`src/rtl/core/gkh_pkg.sv`:
```
// ----------------------------------------------------------------------------
// gkh_pkg
// Shared constants and types of the glyph key hash cache.
// ----------------------------------------------------------------------------
package gkh_pkg;

  localparam int unsigned TABLE_BITS  = 14;
  localparam int unsigned PROBE_LIMIT = 64;

  localparam int unsigned CP_W     = 21;
  localparam int unsigned STYLE_W  = 2;
  localparam int unsigned KEY_W    = CP_W + STYLE_W;
  localparam int unsigned SLOT_W   = 14;
  localparam int unsigned HASH_W   = 32;
  localparam logic [HASH_W-1:0] HASH_MULT = 32'd2654435761;

  // probe counter holds 0 .. PROBE_LIMIT-1
  localparam int unsigned PCNT_W = $clog2(PROBE_LIMIT + 1);

  localparam logic REQ_LOOKUP = 1'b0;
  localparam logic REQ_FLUSH  = 1'b1;

  typedef enum logic [1:0] {
    ST_HIT      = 2'd0,
    ST_INSERTED = 2'd1,
    ST_FULL     = 2'd2,
    ST_FLUSHED  = 2'd3
  } status_e;

  typedef struct packed {
    logic             used;
    logic [KEY_W-1:0] key;
    logic             valid;
  } entry_t;

  localparam int unsigned ENTRY_W = $bits(entry_t);

  typedef struct packed {
    logic                  we;
    logic [TABLE_BITS-1:0] addr;
    entry_t                wdata;
  } mem_req_t;

endpackage

```
`src/rtl/core/gkh_req_if.sv`:
```
// ----------------------------------------------------------------------------
// gkh_req_if
// Request channel: lookup or flush with valid/ready handshake.
// ----------------------------------------------------------------------------
interface gkh_req_if import gkh_pkg::*; ();

  logic               valid;
  logic               ready;
  logic               req_type;
  logic [CP_W-1:0]    code_point;
  logic [STYLE_W-1:0] style;
  logic               render_ok;

  modport source (output valid, output req_type, output code_point, output style,
                  output render_ok, input ready);
  modport sink   (input valid, input req_type, input code_point, input style,
                  input render_ok, output ready);

endinterface

```
`src/rtl/core/gkh_rsp_if.sv`:
```
// ----------------------------------------------------------------------------
// gkh_rsp_if
// Response channel: status, glyph flag and slot with valid/ready handshake.
// ----------------------------------------------------------------------------
interface gkh_rsp_if import gkh_pkg::*; ();

  logic              valid;
  logic              ready;
  logic [1:0]        status;
  logic              glyph_ok;
  logic [SLOT_W-1:0] slot;

  modport source (output valid, output status, output glyph_ok, output slot,
                  input ready);
  modport sink   (input valid, input status, input glyph_ok, input slot,
                  output ready);

endinterface

```
`src/rtl/core/gkh_hash.sv`:
```
// ----------------------------------------------------------------------------
// gkh_hash
// Multiplicative hash of the glyph key to its home slot.
// ----------------------------------------------------------------------------
module gkh_hash import gkh_pkg::*; (
  input  logic [KEY_W-1:0]      key_i,
  output logic [TABLE_BITS-1:0] home_o
);

  logic [HASH_W-1:0] prod;

  // product is taken modulo 2^32, the slot is its low bits
  assign prod   = {{(HASH_W-KEY_W){1'b0}}, key_i} * HASH_MULT;
  assign home_o = prod[TABLE_BITS-1:0];

endmodule

```
`src/rtl/core/gkh_ctrl.sv`:
```
// ----------------------------------------------------------------------------
// gkh_ctrl
// Probe sequencer: clearing sweep, hash, linear probe, insert and response.
// ----------------------------------------------------------------------------
module gkh_ctrl import gkh_pkg::*; (
  input  logic       clk_i,
  input  logic       rst_ni,
  gkh_req_if.sink    req_i,
  gkh_rsp_if.source  rsp_o,
  output mem_req_t   mem_req_o,
  input  entry_t     mem_rdata_i
);

  typedef enum logic [3:0] {
    S_CLEAR = 4'b0001,
    S_IDLE  = 4'b0010,
    S_HASH  = 4'b0100,
    S_PROBE = 4'b1000
  } state_e;

  state_e state_q, state_d;

  logic                  flush_q, flush_d;
  logic [TABLE_BITS-1:0] clr_q, clr_d;
  logic [PCNT_W-1:0]     probe_q, probe_d;
  logic [TABLE_BITS-1:0] slot_q, slot_d;
  logic [KEY_W-1:0]      key_q, key_d;
  logic                  render_q, render_d;

  logic                  rsp_valid_q, rsp_valid_d;
  status_e               rsp_status_q, rsp_status_d;
  logic                  rsp_ok_q, rsp_ok_d;
  logic [SLOT_W-1:0]     rsp_slot_q, rsp_slot_d;

  logic [TABLE_BITS-1:0] home;
  logic                  out_free;
  logic                  hit, empty, last;

  gkh_hash u_hash (
    .key_i  (key_q),
    .home_o (home)
  );

  assign out_free = !rsp_valid_q || rsp_o.ready;
  assign hit      = mem_rdata_i.used && (mem_rdata_i.key == key_q);
  assign empty    = !mem_rdata_i.used;
  assign last     = (probe_q == PCNT_W'(PROBE_LIMIT - 1));

  always_comb begin
    state_d      = state_q;
    flush_d      = flush_q;
    clr_d        = clr_q;
    probe_d      = probe_q;
    slot_d       = slot_q;
    key_d        = key_q;
    render_d     = render_q;
    rsp_valid_d  = rsp_valid_q && !rsp_o.ready;
    rsp_status_d = rsp_status_q;
    rsp_ok_d     = rsp_ok_q;
    rsp_slot_d   = rsp_slot_q;

    req_i.ready           = 1'b0;
    mem_req_o.we          = 1'b0;
    mem_req_o.addr        = slot_q;
    mem_req_o.wdata.used  = 1'b1;
    mem_req_o.wdata.key   = key_q;
    mem_req_o.wdata.valid = render_q;

    case (state_q)
      S_CLEAR: begin
        mem_req_o.we         = 1'b1;
        mem_req_o.addr       = clr_q;
        mem_req_o.wdata.used = 1'b0;
        if (&clr_q) begin
          if (!flush_q) begin
            state_d = S_IDLE;
          end else if (out_free) begin
            rsp_valid_d  = 1'b1;
            rsp_status_d = ST_FLUSHED;
            rsp_ok_d     = 1'b0;
            rsp_slot_d   = '0;
            flush_d      = 1'b0;
            state_d      = S_IDLE;
          end
        end else begin
          clr_d = clr_q + 1'b1;
        end
      end

      S_IDLE: begin
        req_i.ready = 1'b1;
        if (req_i.valid) begin
          if (req_i.req_type == REQ_FLUSH) begin
            flush_d = 1'b1;
            clr_d   = '0;
            state_d = S_CLEAR;
          end else begin
            key_d    = {req_i.style, req_i.code_point};
            render_d = req_i.render_ok;
            state_d  = S_HASH;
          end
        end
      end

      S_HASH: begin
        mem_req_o.addr = home;
        slot_d         = home;
        probe_d        = '0;
        state_d        = S_PROBE;
      end

      S_PROBE: begin
        if (hit || empty || last) begin
          // hold the read on this slot until the response register frees up
          if (out_free) begin
            rsp_valid_d = 1'b1;
            state_d     = S_IDLE;
            if (hit) begin
              rsp_status_d = ST_HIT;
              rsp_ok_d     = mem_rdata_i.valid;
              rsp_slot_d   = SLOT_W'(slot_q);
            end else if (empty) begin
              mem_req_o.we = 1'b1;
              rsp_status_d = ST_INSERTED;
              rsp_ok_d     = render_q;
              rsp_slot_d   = SLOT_W'(slot_q);
            end else begin
              rsp_status_d = ST_FULL;
              rsp_ok_d     = 1'b0;
              rsp_slot_d   = '0;
            end
          end
        end else begin
          // advance to the next slot, wrapping at the table end
          mem_req_o.addr = slot_q + 1'b1;
          slot_d         = slot_q + 1'b1;
          probe_d        = probe_q + 1'b1;
        end
      end

      default: begin
        state_d = S_CLEAR;
      end
    endcase
  end

  always_ff @(posedge clk_i or negedge rst_ni) begin
    if (!rst_ni) begin
      state_q     <= S_CLEAR;
      flush_q     <= 1'b0;
      clr_q       <= '0;
      probe_q     <= '0;
      rsp_valid_q <= 1'b0;
    end else begin
      state_q     <= state_d;
      flush_q     <= flush_d;
      clr_q       <= clr_d;
      probe_q     <= probe_d;
      rsp_valid_q <= rsp_valid_d;
    end
  end

  always_ff @(posedge clk_i) begin
    slot_q       <= slot_d;
    key_q        <= key_d;
    render_q     <= render_d;
    rsp_status_q <= rsp_status_d;
    rsp_ok_q     <= rsp_ok_d;
    rsp_slot_q   <= rsp_slot_d;
  end

  assign rsp_o.valid    = rsp_valid_q;
  assign rsp_o.status   = rsp_status_q;
  assign rsp_o.glyph_ok = rsp_ok_q;
  assign rsp_o.slot     = rsp_slot_q;

endmodule

```
`src/flat_wrapper.sv`:
```
// flat-port wrapper written by rule: the top's interface ports become plain ports
module gkh_ctrl_flat import gkh_pkg::*;
  (clk_i, rst_ni, mem_req_o, mem_rdata_i, req_i_valid, req_i_req_type, req_i_code_point, req_i_style, req_i_render_ok, req_i_ready, rsp_o_valid, rsp_o_status, rsp_o_glyph_ok, rsp_o_slot, rsp_o_ready);
  gkh_req_if req_i_i ();
  gkh_rsp_if rsp_o_i ();
  input  logic clk_i;
  input  logic rst_ni;
  output mem_req_t mem_req_o;
  input  entry_t mem_rdata_i;
  input wire logic [$bits(req_i_i.valid)-1:0] req_i_valid;
  input wire logic [$bits(req_i_i.req_type)-1:0] req_i_req_type;
  input wire logic [$bits(req_i_i.code_point)-1:0] req_i_code_point;
  input wire logic [$bits(req_i_i.style)-1:0] req_i_style;
  input wire logic [$bits(req_i_i.render_ok)-1:0] req_i_render_ok;
  output wire logic [$bits(req_i_i.ready)-1:0] req_i_ready;
  output wire logic [$bits(rsp_o_i.valid)-1:0] rsp_o_valid;
  output wire logic [$bits(rsp_o_i.status)-1:0] rsp_o_status;
  output wire logic [$bits(rsp_o_i.glyph_ok)-1:0] rsp_o_glyph_ok;
  output wire logic [$bits(rsp_o_i.slot)-1:0] rsp_o_slot;
  input wire logic [$bits(rsp_o_i.ready)-1:0] rsp_o_ready;
  assign req_i_i.valid = req_i_valid;
  assign req_i_i.req_type = req_i_req_type;
  assign req_i_i.code_point = req_i_code_point;
  assign req_i_i.style = req_i_style;
  assign req_i_i.render_ok = req_i_render_ok;
  assign req_i_ready = req_i_i.ready;
  assign rsp_o_valid = rsp_o_i.valid;
  assign rsp_o_status = rsp_o_i.status;
  assign rsp_o_glyph_ok = rsp_o_i.glyph_ok;
  assign rsp_o_slot = rsp_o_i.slot;
  assign rsp_o_i.ready = rsp_o_ready;
  gkh_ctrl u_core (.clk_i(clk_i), .rst_ni(rst_ni), .req_i(req_i_i), .rsp_o(rsp_o_i), .mem_req_o(mem_req_o), .mem_rdata_i(mem_rdata_i));
endmodule
```
`config.mk`:
```
export PLATFORM = sky130hd
export DESIGN_NAME = gkh_ctrl_flat
export DESIGN_NICKNAME = d
export VERILOG_FILES = /design/src/rtl/core/gkh_pkg.sv /design/src/rtl/core/gkh_req_if.sv /design/src/rtl/core/gkh_rsp_if.sv /design/src/rtl/core/gkh_hash.sv /design/src/rtl/core/gkh_ctrl.sv /design/src/flat_wrapper.sv
export SDC_FILE = /design/constraint.sdc
export NUM_CORES = 1
export LEC_CHECK = 0
export ABC_AREA = 1
export BUFFER_PORTS_ARGS = -buffer_cell sky130_fd_sc_hd__buf_4
export CAP_MARGIN = 20
export CORE_UTILIZATION = 30
export CTS_CLUSTER_SIZE = 10
export DETAILED_ROUTE_END_ITERATION = 16
export GPL_TIMING_DRIVEN = 0
export PLACE_DENSITY = 0.57
export SKIP_CTS_REPAIR_TIMING = 1
export SLEW_MARGIN = 20
export SYNTH_ARGS = -nofsm -noshare
export SYNTH_HDL_FRONTEND = slang
export SYNTH_SLANG_ARGS = --single-unit
```
`constraint.sdc`:
```
create_clock -name clk_i -period 8.4 [get_ports clk_i]
set_input_delay 1.26 -clock clk_i [delete_from_list [all_inputs] [get_ports clk_i]]
set_output_delay 1.26 -clock clk_i [all_outputs]
set_load 0.01 [all_outputs]
```
==> impl_metrics.ini, run 1 <==
[outcome]
run_status = complete, no violations

[clock_tree]
clk_latency_ns = 0.36
cts_made_buffers = 9
cts.sinks = 82
htreeDepth = 3
clk_path_buf_depth = 2
cts_tree = yes
clock-root-buffer = clkbuf_16
clk_pin_slew_ns = 0.07

[logic_synthesis]
synth_fp_nets = 884
synth_ff_type = edfxtp_1
synth_edf_count = 55
ys_seq_elements = 82
yosysWarnings = 0
ys_seq_area_share_pct = 38.1
synth_area_per_cell_um2 = 7.93
syn-instance-count = 770
ys_types = 47
async_reset_ff_share_pct = 32.9
syn_area_mm2 = 0.00611

[hold_path]
min_from = u_core.probe_q[6]$_DFFE_PN0P_
holdPathEnd = u_core.probe_q[6]$_DFFE_PN0P_
hold_depth = 2
hold_path.class = reg2reg

[worst_setup_path]
ff2ff_path_depth = 18
max_stage_delay_ns = 0.53
path_class = reg2out
critPathCaptureType = primary output
crit_slowest_cell = edfxtp_1
cp-start-kind = flip-flop
crit_chain = inv_2 -> ha_1 -> inv_1 -> ha_1 -> fa_1 -> inv_1 -> fa_1 -> fa_1 -> fa_1 -> inv_1 -> ha_1 -> nand2_1 -> nor3_1 -> nand2_1 -> nand2_1 -> nand3_1 -> nand3_1 -> nand4_1 -> buf_4
path_max_fanout = 7
regToRegStartpoint = u_core.key_q[3]$_DFFE_PP_
cp.arrival_ns = 4.93
crit_top_cell = fa_1
reg2reg_to = u_core.slot_q[13]$_DFFE_PN_
r2r_slack_ns = 3.86
worst_ep_required_time_ns = 7.14

[finish]
layout.cells.non_filler = 1165
stdcell_area_mm2 = 0.00765
insertedDiodeCount = 0
multi_input_area_mm2 = 0.00323
ff_latch_area_mm2 = 0.00233
final.fill_count = 2045
drive_gt1_share_pct = 19.1
finalNetCount = 1009
syn2layout_area_growth_pct = 25.3

[sta]
final.period_utilization_pct = 73.7
period_minus_slack_ns = 6.19
relSlewSlack_pct = 55.6
worst_pin_slew_ns = 0.664
slew_viol_final = 0
tns_ns = 0
skew_ns = 0.0104
rsz0062_at_grt = no
hold_viol = 0
fmax_mhz = 162
finalSetupViolations = 0

[floorplan]
initial_core_util_pct = 31.0
die_h_um = 145
die_x_um = 145
placementRows = 51
num_io_pins = 113
die_area_mm2 = 0.0209
core_area_mm2 = 0.0197

[grt]
grt_pass1_vias = 4936
grt_antenna_before_repair = 0
grt_util_all_layers_pct = 16.6
overflow = 0
grt_max_degree = 28
grt_pass1_wl_mm = 25.9

[drt]
drc = 0
top_layer = met4
dr.pass1.iters = 5
wl_met1_mm = 7.73
via_per_inst = 4.56
wl_per_cell_um = 14.0
dr_wl_met3_mm = 1.16
drt_wl_total_mm = 16.3
wl_met2_mm = 7.19
drt_iter0_markers = 318
antenna_left = 0
vias = 5309

[power]
leakagePower_nw = 3.71
power_density_mw_per_mm2 = 242
ir_drop_mv = 0.117

[place]
gp_congestion = 0.875
hpwl_mm = 13.0
place_area_mm2 = 0.00732
port_buffers = 112
dpl.cell_count = 1149

[flow_run]
cap_violations = 0
## final cells by class
cell class	count	share of cell area, %
multi-input cells	543	42.2
flip-flops and latches	82	30.4
repair buffers	114	11.3
inverters	133	6.56
well taps	265	4.33
clock buffers	10	3.27
clock inverters	6	1.06
plain buffers	12	0.834
## sequential cells by signal, summed over array words and instances (netlist names)
signal                 flops
u_core.clr_q              14
u_core.flush_q             1
u_core.key_q              23
u_core.probe_q             7
u_core.render_q            1
u_core.rsp_o.glyph_ok      1
u_core.rsp_o.slot         14
u_core.rsp_o.status        2
u_core.rsp_o.valid         1
u_core.slot_q             14
u_core.state_q             4
## worst max-delay path by stage
stage	depth (start not counted)	endpoint	start	slack, ns
6_report	19	mem_req_o[38]	u_core.key_q[3]$_DFFE_PP_	2.21
5_1_grt	19	mem_req_o[38]	u_core.key_q[3]$_DFFE_PP_	1.92
4_1_cts	19	mem_req_o[38]	u_core.key_q[3]$_DFFE_PP_	2.13
3_5_place_dp	19	mem_req_o[38]	u_core.key_q[3]$_DFFE_PP_	2.55
3_3_place_gp	19	mem_req_o[38]	u_core.key_q[3]$_DFFE_PP_	2.56
2_1_floorplan	17	mem_req_o[38]	u_core.key_q[4]$_DFFE_PP_	3.09
## where the power goes
| group | switching [W] | internal (W) | total, W |
|---|---|---|---|
| clock | 0.000185 | 0.000254 | 0.000440 |
| sequential | 0.0000619 | 0.000534 | 0.000596 |
| combinational | 0.000481 | 0.000333 | 0.000814 |
## critical path: cells and delay by family (launching register included)
kind	cells	cell delay [ns]
adders and majority gates	7	2.85
buffers and inverters	5	0.45
DFF	1	0.53
and+or+nand+nor	7	0.74
## Yosys cell counts (all sizes together), types with 15 or more instances
library cell	n	area share, %
nand2	216	14
inv	133	8.2
nor2	78	5.0
nand3	58	5.6
edfxtp	55	27
ha	45	9.2
dfrtp	26	11
nand4	25	2.6
o21ai	23	1.9
xor2	20	2.9
nor3	19	1.7
fa	15	4.9
## per-stage QoR
stage	hold slack, ns	worst slack [ns]	utilization (%)	power, W
floorplan	0.467	3.09	-	0.00110
global placement	0.483	2.56	36.9	0.00141
detailed placement	0.488	2.55	37.1	0.00143
CTS	0.500	2.13	38.8	0.00187
global route	0.543	1.92	38.8	0.00199
finish	0.497	2.21	38.8	0.00185
## layer usage
metal / vias to the layer above / global-route usage [%]
met2: 165 / 25.8
met1: 2383 / 21.9
met4: 0 / 4.65
met3: 19 / 5.50
li1: 2742 / -
met5: - / 0
## placed cells by master (no fill, tap or decap), types with 3 or more instances in the layout
cell,instances
o31ai_1,6
dfrtp_1,26
nand2_2,4
ha_1,45
a22oi_1,3
nor3_1,16
clkbuf_16,10
nand3_1,52
nand3_4,3
nor2_2,3
inv_1,118
nor3_2,3
nand4_1,25
clkbuf_1,4
o21ai_1,16
nand2_1,211
o21ai_0,7
buf_4,115
xor2_1,20
xnor2_1,9
inv_2,14
nor2_1,73
fa_1,15
buf_2,3
a21oi_1,9
nand3_2,3
edfxtp_1,55
## cells by family after synthesis
logic type               Yosys count  synth area share, %
flip-flops                        82                 38.1
multiplexers                       1                0.164
adder cells (fa/ha/maj)           60                 14.1
AND/OR/NAND/NOR                  401                 29.0
AO/OA/AOI/OAI                     52                 5.16
buffers and inverters            145                 9.26
XOR/XNOR                          29                 4.16
No activity file was read; power rests on OpenSTA's default activity.
==> run 2: changes to the inputs <==
- PLACE_DENSITY: 0.57 -> 0.59
- clock period: 8.4 -> 5.5 ns (I/O delays scaled with it)
==> run 2 against run 1 <==
Wire length rose by 2.9%. Critical endpoint unchanged. Combinational power up 71%. Sequential cell count stayed put. Power is 58% higher. Global-route usage barely moved. Core utilization up 1.5 points. Largest cell class unchanged. Via count grew 2.8%. Setup slack lost 2.2 ns. Critical path type unchanged. Non-clock buffer count increased by 16.
==> impl_metrics.ini, run 2 (same netlist as run 1, synthesis figures left out) <==
[outcome]
run_status = complete, no violations

[power]
p_seq_share_pct = 31.1
switchingPower_w = 0.00118
ir_drop_mv = 0.170
totalPowerFinal_w = 0.00293
pwr-share-comb_pct = 47.5
leakagePower_nw = 3.78
power_density_mw_per_mm2 = 369
clkPwrFrac_pct = 21.4
netSwitchingFraction_pct = 40.4
internal-power_w = 0.00175

[finish]
insertedDiodeCount = 0
final_common_cell = nand2_1
largest_register = u_core.key_q
syn2layout_area_growth_pct = 30.0
drive_gt1_share_pct = 23.6
finalNetCount = 1025
largest_reg_flops = 23
final_cell_mix = nand2_1, buf_4, inv_1, nor2_1, edfxtp_1

[worst_setup_path]
path_class = reg2out
cp.arrival_ns = 4.64
critPathCaptureType = primary output
path_max_fanout = 6
worst_ep_required_time_ns = 4.68
cp-start-kind = flip-flop

[sta]
fmax_mhz = 183
hold_viol = 0
relSlewSlack_pct = 56.3
period_minus_slack_ns = 5.46
rsz0062_at_grt = yes
finalSetupViolations = 0
tns_ns = 0
final.period_utilization_pct = 99.3
worst_pin_slew_ns = 0.654
skew_ns = 0.0110
slew_viol_final = 0

[grt]
grt_pass1_vias = 4995
grt_util_all_layers_pct = 16.6
grt_max_degree = 28
grt_antenna_before_repair = 0
grt_pass1_wl_mm = 26.1
overflow = 0

[drt]
vias = 5457
dr.pass1.iters = 6
via_per_inst = 4.62
drt_iter0_markers = 220
antenna_left = 0
wl_per_cell_um = 14.2
drc = 0
drt_wl_total_mm = 16.8

[floorplan]
die_h_um = 145
num_io_pins = 113
placementRows = 51
die_area_mm2 = 0.0209
core_area_mm2 = 0.0197
die_x_um = 145
initial_core_util_pct = 31.0

[place]
hpwl_mm = 13.1
port_buffers = 112
gp_congestion = 0.908

[clock_tree]
clk_pin_slew_ns = 0.07
cts.sinks = 82
clock-root-buffer = clkbuf_16
cts_made_buffers = 9
clk_latency_ns = 0.35
htreeDepth = 3
clk_path_buf_depth = 2
cts_tree = yes

[hold_path]
hold_path.class = in2async

[flow_run]
cap_violations = 0
-- run 2: cell count changes in the layout (fill, tap and decap cells not counted), moves of 3 or more --
| cell | change |
|---|---|
| inv_2 | +5 |
| nand2_1 | -3 |
| buf_4 | +15 |
| ha_1 | -11 |
| inv_1 | -6 |
| nand3_2 | +3 |
| ha_4 | +10 |
| nand3_1 | -3 |
-- run 2: metal layers --
layer | wire [um] | vias to the layer above | GRT usage (%)
li1 | - | 2777 | -
met1 | 7930 | 2501 | 22.4
met2 | 7570 | 160 | 26.0
met3 | 998 | 19 | 3.98
met4 | 319 | 0 | 5.54
met5 | 0 | - | 0
-- run 2: stage by stage --
step / hold WS, ns / area (um^2) / utilization [%] / setup slack [ns] / std cells
5_1_grt: 0.402 / 7940 / 40.3 / -0.128 / 1181
4_1_cts: 0.388 / 7620 / 38.7 / -0.347 / 1165
3_3_place_gp: 0.483 / 7280 / 36.9 / 0.0887 / 1147
2_1_floorplan: 0.467 / 6110 / - / 0.629 / 770
3_5_place_dp: 0.489 / 7320 / 37.1 / 0.0669 / 1149
6_report: 0.385 / 7940 / 40.3 / 0.0359 / 1181
-- run 2: cell type report --
type,instances,area [um^2]
fillers,2033,11800
multi-input cells,543,3420
flip-flops and latches,82,2330
repair buffers,130,992
inverters,133,504
well taps,265,332
clock buffers,10,250
plain buffers,12,63.8
clock inverters,6,51.3
-- run 2: worst paths after layout --
path | from | to | slack, ns | cells past startpoint
max reg2reg | u_core.key_q[4]$_DFFE_PP_ | u_core.slot_q[13]$_DFFE_PN_ | 1.19 | 17
max in group asynchronous | rst_ni | u_core.state_q[0]$_DFFE_PN1P_ | 4.80 | 1
min | rst_ni | u_core.probe_q[2]$_DFFE_PN0P_ | 0.38 | 1
min reg2reg | u_core.probe_q[6]$_DFFE_PN0P_ | u_core.probe_q[6]$_DFFE_PN0P_ | 0.50 | 2
max | u_core.key_q[4]$_DFFE_PP_ | mem_req_o[38] | 0.04 | 18
min in group clk_i | u_core.probe_q[6]$_DFFE_PN0P_ | u_core.probe_q[6]$_DFFE_PN0P_ | 0.50 | 2
-- run 2: critical path, stage by stage (launching register included) --
cell and delay, ns:
edfxtp_1 0.54, ha_4 0.34, inv_4 0.04, ha_4 0.15
fa_1 0.52, inv_2 0.04, fa_1 0.53, fa_1 0.44
fa_1 0.52, inv_2 0.05, ha_4 0.28, nand2_4 0.06
nor3_4 0.15, nand2_1 0.08, nand2_2 0.08, nand3_2 0.08
nand3_2 0.06, nand4_1 0.12, buf_4 0.18
-- run 2: power groups by stage --
stage	Clock [W]	Sequential, W	Combinational, W
final	0.000627	0.000909	0.00139
after global routing	0.000662	0.000927	0.00155
after CTS	0.000642	0.000911	0.00127
after global placement	0	0.000926	0.00123
after detailed placement	0	0.000923	0.00126
after floorplan	0	0.000935	0.000752
